<file path="src/design/sbc_pkg.sv">
`default_nettype none
package sbc_pkg;

	localparam int COORD_W  = 32;
	localparam int FRAC_W   = 16;
	localparam int Q_W      = FRAC_W + 1;
	localparam int T_W      = FRAC_W + 3;
	localparam int DIV_LAT  = Q_W + 1;
	localparam int NUM_AX   = 3;
	localparam int NUM_DIV  = 2 * NUM_AX;
	localparam int CFG_IDX_W = 3;
	localparam int PROD_W   = COORD_W + Q_W;

	localparam logic signed [T_W-1:0] T_ZERO    = '0;
	localparam logic signed [T_W-1:0] T_ONE     = T_W'(1) << FRAC_W;
	localparam logic signed [T_W-1:0] T_NEG_ONE = -T_ONE;

	typedef logic signed [COORD_W-1:0] coord_t;
	typedef logic [COORD_W-1:0] mag_t;
	typedef logic signed [T_W-1:0] tpar_t;

	typedef enum logic [CFG_IDX_W-1:0] {
		REG_MIN_X = 3'd0,
		REG_MIN_Y = 3'd1,
		REG_MIN_Z = 3'd2,
		REG_MAX_X = 3'd3,
		REG_MAX_Y = 3'd4,
		REG_MAX_Z = 3'd5
	} reg_idx_t;

	typedef struct packed {
		logic [NUM_AX-1:0][COORD_W-1:0] p0;
		logic [NUM_AX-1:0][COORD_W-1:0] p1;
		logic [NUM_AX-1:0][COORD_W-1:0] dmag;
		logic [NUM_AX-1:0] dneg;
		logic [NUM_AX-1:0] zero;
		logic [NUM_AX-1:0] zpass;
	} side_t;

	typedef struct packed {
		side_t side;
		logic [NUM_DIV-1:0][T_W-1:0] u;
		logic [T_W-1:0] t0;
		logic [T_W-1:0] t1;
		logic hit;
	} axis_t;

	function automatic mag_t mag_of(logic signed [COORD_W:0] v);
		logic signed [COORD_W:0] n;
		n = v[COORD_W] ? -v : v;
		return n[COORD_W-1:0];
	endfunction

endpackage
`default_nettype wire

</file>
<file path="src/design/sbc_div.sv">
`default_nettype none
module sbc_div (
	input  wire logic clk,
	input  wire logic en,
	input  wire sbc_pkg::mag_t nm,
	input  wire sbc_pkg::mag_t dm,
	input  wire logic neg,
	output sbc_pkg::tpar_t u
);

	localparam int CW = sbc_pkg::COORD_W;
	localparam int QW = sbc_pkg::Q_W;
	localparam int TW = sbc_pkg::T_W;

	logic [CW:0] rem_s [QW];
	logic [QW-1:0] quo_s [QW];
	sbc_pkg::mag_t dm_s [QW];
	logic neg_s [QW];
	logic sat_s [QW];
	sbc_pkg::tpar_t u_s;

	logic sat0, bit0;
	logic [CW:0] rem0;

	always_comb begin
		sat0 = {1'b0, nm} >= {dm, 1'b0};
		bit0 = nm >= dm;
		rem0 = bit0 ? ({1'b0, nm} - {1'b0, dm}) : {1'b0, nm};
	end

	always_ff @(posedge clk) begin
		if (en) begin
			rem_s[0] <= rem0;
			quo_s[0] <= {{(QW-1){1'b0}}, bit0};
			dm_s[0]  <= dm;
			neg_s[0] <= neg;
			sat_s[0] <= sat0;
		end
	end

	for (genvar k = 1; k < QW; k++) begin : g_step
		logic [CW:0] r2, rn;
		logic bk;
		always_comb begin
			r2 = {rem_s[k-1][CW-1:0], 1'b0};
			bk = r2 >= {1'b0, dm_s[k-1]};
			rn = bk ? (r2 - {1'b0, dm_s[k-1]}) : r2;
		end
		always_ff @(posedge clk) begin
			if (en) begin
				rem_s[k] <= rn;
				quo_s[k] <= {quo_s[k-1][QW-2:0], bk};
				dm_s[k]  <= dm_s[k-1];
				neg_s[k] <= neg_s[k-1];
				sat_s[k] <= sat_s[k-1];
			end
		end
	end

	logic [QW:0] mag_f;
	sbc_pkg::tpar_t v_f;

	always_comb begin
		mag_f = sat_s[QW-1] ? ((QW+1)'(1) << QW) : {1'b0, quo_s[QW-1]};
		v_f = neg_s[QW-1] ? -$signed({1'b0, mag_f}) : $signed({1'b0, mag_f});
		if (v_f < sbc_pkg::T_NEG_ONE) begin
			v_f = sbc_pkg::T_NEG_ONE;
		end
	end

	always_ff @(posedge clk) begin
		if (en) begin
			u_s <= TW'(v_f);
		end
	end

	assign u = u_s;

endmodule
`default_nettype wire

</file>
<file path="config.mk">
export PLATFORM = sky130hd
export DESIGN_NAME = sbc_div
export DESIGN_NICKNAME = d
export VERILOG_FILES = /design/src/design/sbc_pkg.sv /design/src/design/sbc_div.sv
export SDC_FILE = /design/constraint.sdc
export NUM_CORES = 2
export LEC_CHECK = 0
export ABC_AREA = 0
export BUFFER_PORTS_ARGS = -buffer_cell sky130_fd_sc_hd__buf_2
export CORE_ASPECT_RATIO = 0.5
export CORE_UTILIZATION = 39
export DETAILED_ROUTE_END_ITERATION = 8
export PLACE_DENSITY = 0.52
export SKIP_CTS_REPAIR_TIMING = 1
export SYNTH_ARGS = -nofsm -noshare
export SYNTH_HDL_FRONTEND = slang
export SYNTH_SLANG_ARGS = --single-unit
</file>
<file path="constraint.sdc">
create_clock -name clk -period 7.6 [get_ports clk]
set_clock_uncertainty 0.2 [all_clocks]
set_input_delay 0.38 -clock clk [delete_from_list [all_inputs] [get_ports clk]]
set_output_delay 0.38 -clock clk [all_outputs]
set_load 0.05 [all_outputs]
</file>
==> summary.txt <==
Run status
  • Status: finished, final reports clean

Job
  • MaxCap Viol Count: 0

Floorplan
  • Starting density of the core: 39.59%
  • Core Box Area: 184,700 sq um
  • Chip width: 614.4 microns
  • # IOs: 86
  • Die area: 189,400 sq um
  • Rows: 111
  • Die height: 308.2 microns

Synth
  • Yosys warnings: 0
  • Top post-synthesis cells by area: edfxtp_1 (51%), ha_1 (9.8%), mux2_2 (3.8%)
  • Post-synthesis sequential area ratio: 50.51%
  • Syn Nets: 7,260
  • Mapped Avg Cell Area: 11.08 sq um
  • Syn Inst Count: 6,602
  • Synth Flop Type: edfxtp_1
  • Async set-reset flop share out of synthesis: 0%
  • Synth top area share: 50.51%
  • Number of synthesized flops with an enable pin: 1,230
  • Synth unique cells: 98
  • Synth Cell Area: 73,130 sq um
  • FF+latch count, synth: 1,230
  • Post-synth top area cell: edfxtp_1

Power
  • PwrDens: 411.9 nW/um^2
  • Leak: 33.33 nW
  • Worst vdd rail ir drop: 258.8 uV

Timing
  • Fmax: 218.7 MHz
  • RSZ-0062 raised after global routing: false
  • Final setup margin: 3.027 ns
  • Tmin final: 4.573 ns
  • Slew HR: 21.72%
  • Final period util: 60.18%
  • Hold Violations, Final: 0
  • Slew @ Worst Pin: 1.145 ns
  • Pins Over Slew Limit: 0
  • Setup_tns: 0 ns
  • Final setup viols: 0

Worst setup path
  • Required time worst endpoint: 7.90 ns
  • R2R Setup Slk: 3.03 ns
  • Critical Path Source Type: flop
  • Reg2Reg Depth: 11
  • Crit. End Element: flop
  • R2R Path Start: rem_s[0][299]
  • Setup crit start: rem_s[0][299]
  • Crit path to: rem_s[0][334]
  • FF-to-FF End: rem_s[0][334]
  • CP Class: reg -> reg
  • CP max FO: 29
  • WP data arrival: 4.87 ns

Global route
  • First-pass GRT wire length: 264,400 microns
  • GRT Total Usage: 17.24%
  • Vias in the first global route: 50,005
  • Overflow after GRT: 0
  • Largest net degree at the start of global routing: 183
  • Initial antenna violation count: 0

Min path
  • Min-delay worst type: in -> reg

Placement
  • Dpl ws: 2.994 ns
  • Post-DP HPWL: 126,800 microns
  • Placed cell count: 9,049
  • Routability cong.: 0.9567
  • Port Buffers: 85

Layout
  • Fillers: 16,845
  • Most common cell after layout, fill and taps aside: edfxtp_1
  • Final Instance Count excl. Fillers: 9,341
  • ANT cells: 0
  • Area occupied by multi-input gates: 32,970 sq um
  • Final Net Count: 7,409
  • Ratio of cells with drive above 1 in the final layout: 9.380%
  • Register area: 36,940 sq um
  • Most frequent cells in the layout: edfxtp_1 (1,230), inv_1 (698), ha_1 (575)
  • P&R area growth vs syn: 10.99%

Route
  • Average vias per placed instance: 5.280
  • Detailed-route wire length: 167,000 microns
  • Vias: 49,320
  • First DRT Iteration DRCs: 3,019
  • Wirelength per Cell: 17.88 microns
  • First drt pass iteration count: 6
  • Final ANT Viol Nets: 0
  • DRC: 0

Clock tree
  • H-Tree Depth: 3
  • Worst skew pair latency: 0.76 ns
  • Clk sinks: 1,230
  • Reg clk slew, reported paths: 0.06 ns
  • CTS buffer count: 120
  • Root Driver: clkbuf_16
  • CTS tree: built
  • Clock tree buffer depth: 3
## layer usage
metal | routed length [microns] | GRT usage [%] | vias to the layer above
li1 | - | - | 24556
met1 | 73720 | 20.64 | 23292
met2 | 80360 | 30.91 | 1060
met3 | 5005 | 2.078 | 412
met4 | 7932 | 8.206 | 0
met5 | 0 | 0 | -
## synthesized netlist by cell type, drive strengths merged (91+ instances only)
| master | n |
|---|---|
| edfxtp | 1230 |
| a21oi | 542 |
| nand3 | 107 |
| inv | 700 |
| o21ai | 363 |
| nor2b | 92 |
| nor3 | 91 |
| mux2 | 276 |
| nand2 | 371 |
| a21o | 299 |
| nor2 | 434 |
| xnor2 | 254 |
| ha | 575 |
| xor2 | 166 |
| clkbuf | 96 |
## how the worst min path moves through the flow
| stage | startpoint | end | slack, ns | depth (start not counted) |
|---|---|---|---|---|
| 6_report | dm[15] | dm_s[0][15] | 0.16 | 2 |
| 3_3_place_gp | neg_s[0][4] | neg_s[0][5] | 0.20 | 0 |
| 3_5_place_dp | neg_s[0][5] | neg_s[0][6] | 0.20 | 0 |
| 4_1_cts | dm[27] | dm_s[0][27] | -0.45 | 1 |
| 2_1_floorplan | neg_s[0][9] | neg_s[0][10] | 0.20 | 0 |
| 5_1_grt | dm[15] | dm_s[0][15] | 0.12 | 2 |
## area by class of cell
| cell class | count | share of cell area, % |
|---|---|---|
| sequential | 1230 | 45.50 |
| inverter | 700 | 3.237 |
| clock buffer | 135 | 3.769 |
| timing repair buffer | 180 | 1.702 |
| clock inverter | 91 | 1.336 |
| tap | 2486 | 3.832 |
| multi-input combinational | 4519 | 40.62 |
## cells by family (layout without fill, tap and decap cells)
kind of cell | after synthesis | after routing | share of synthesized area (%)
and+or+nand+nor | 1467 | 1467 | 9.663
AOI/OAI and AO/OA | 1739 | 1739 | 15.27
muxes | 302 | 302 | 4.739
adders and majority gates | 591 | 591 | 10.28
xor gates and xnor gates | 420 | 420 | 5.030
buffers and inverters | 853 | 1106 | 4.520
DFF | 1230 | 1230 | 50.51
## power by group
group | switching (mW) | internal (mW) | total (mW)
clock | 2.70 | 3.64 | 6.34
combinational | 8.86 | 7.05 | 15.9
sequential | 1.05 | 10.1 | 11.2
total | 12.6 | 20.8 | 33.4
## critical path, stage by stage, from the launching register on
cell	delay [ns]
edfxtp_1	0.42
ha_1	0.40
nand3_1	0.16
a21oi_1	0.22
nor4_1	0.14
nor4_1	0.48
o21ai_0	0.30
a31oi_1	0.48
a2111oi_2	0.20
nor2_4	0.51
buf_4	0.42
mux2_2	0.38
## through the flow
| step | hold WS, ns | total power, mW | utilization (%) | area, sq um |
|---|---|---|---|---|
| floorplan | 0.2003 | 23.20 | - | 73130 |
| global placement | 0.2004 | 26.74 | 41.34 | 76370 |
| detailed placement | 0.2045 | 27.03 | 41.34 | 76370 |
| CTS | -0.4498 | 33.58 | 43.59 | 80510 |
| global route | 0.1234 | 35.76 | 43.94 | 81170 |
| finish | 0.1625 | 33.43 | 43.94 | 81170 |
## sequential cells by signal, summed over array words and instances (netlist names)
| name | count |
|---|---|
| dm_s | 512 |
| neg_s | 17 |
| quo_s | 153 |
| rem_s | 512 |
| sat_s | 17 |
| u | 19 |
Power figures use the tool's default switching activity.
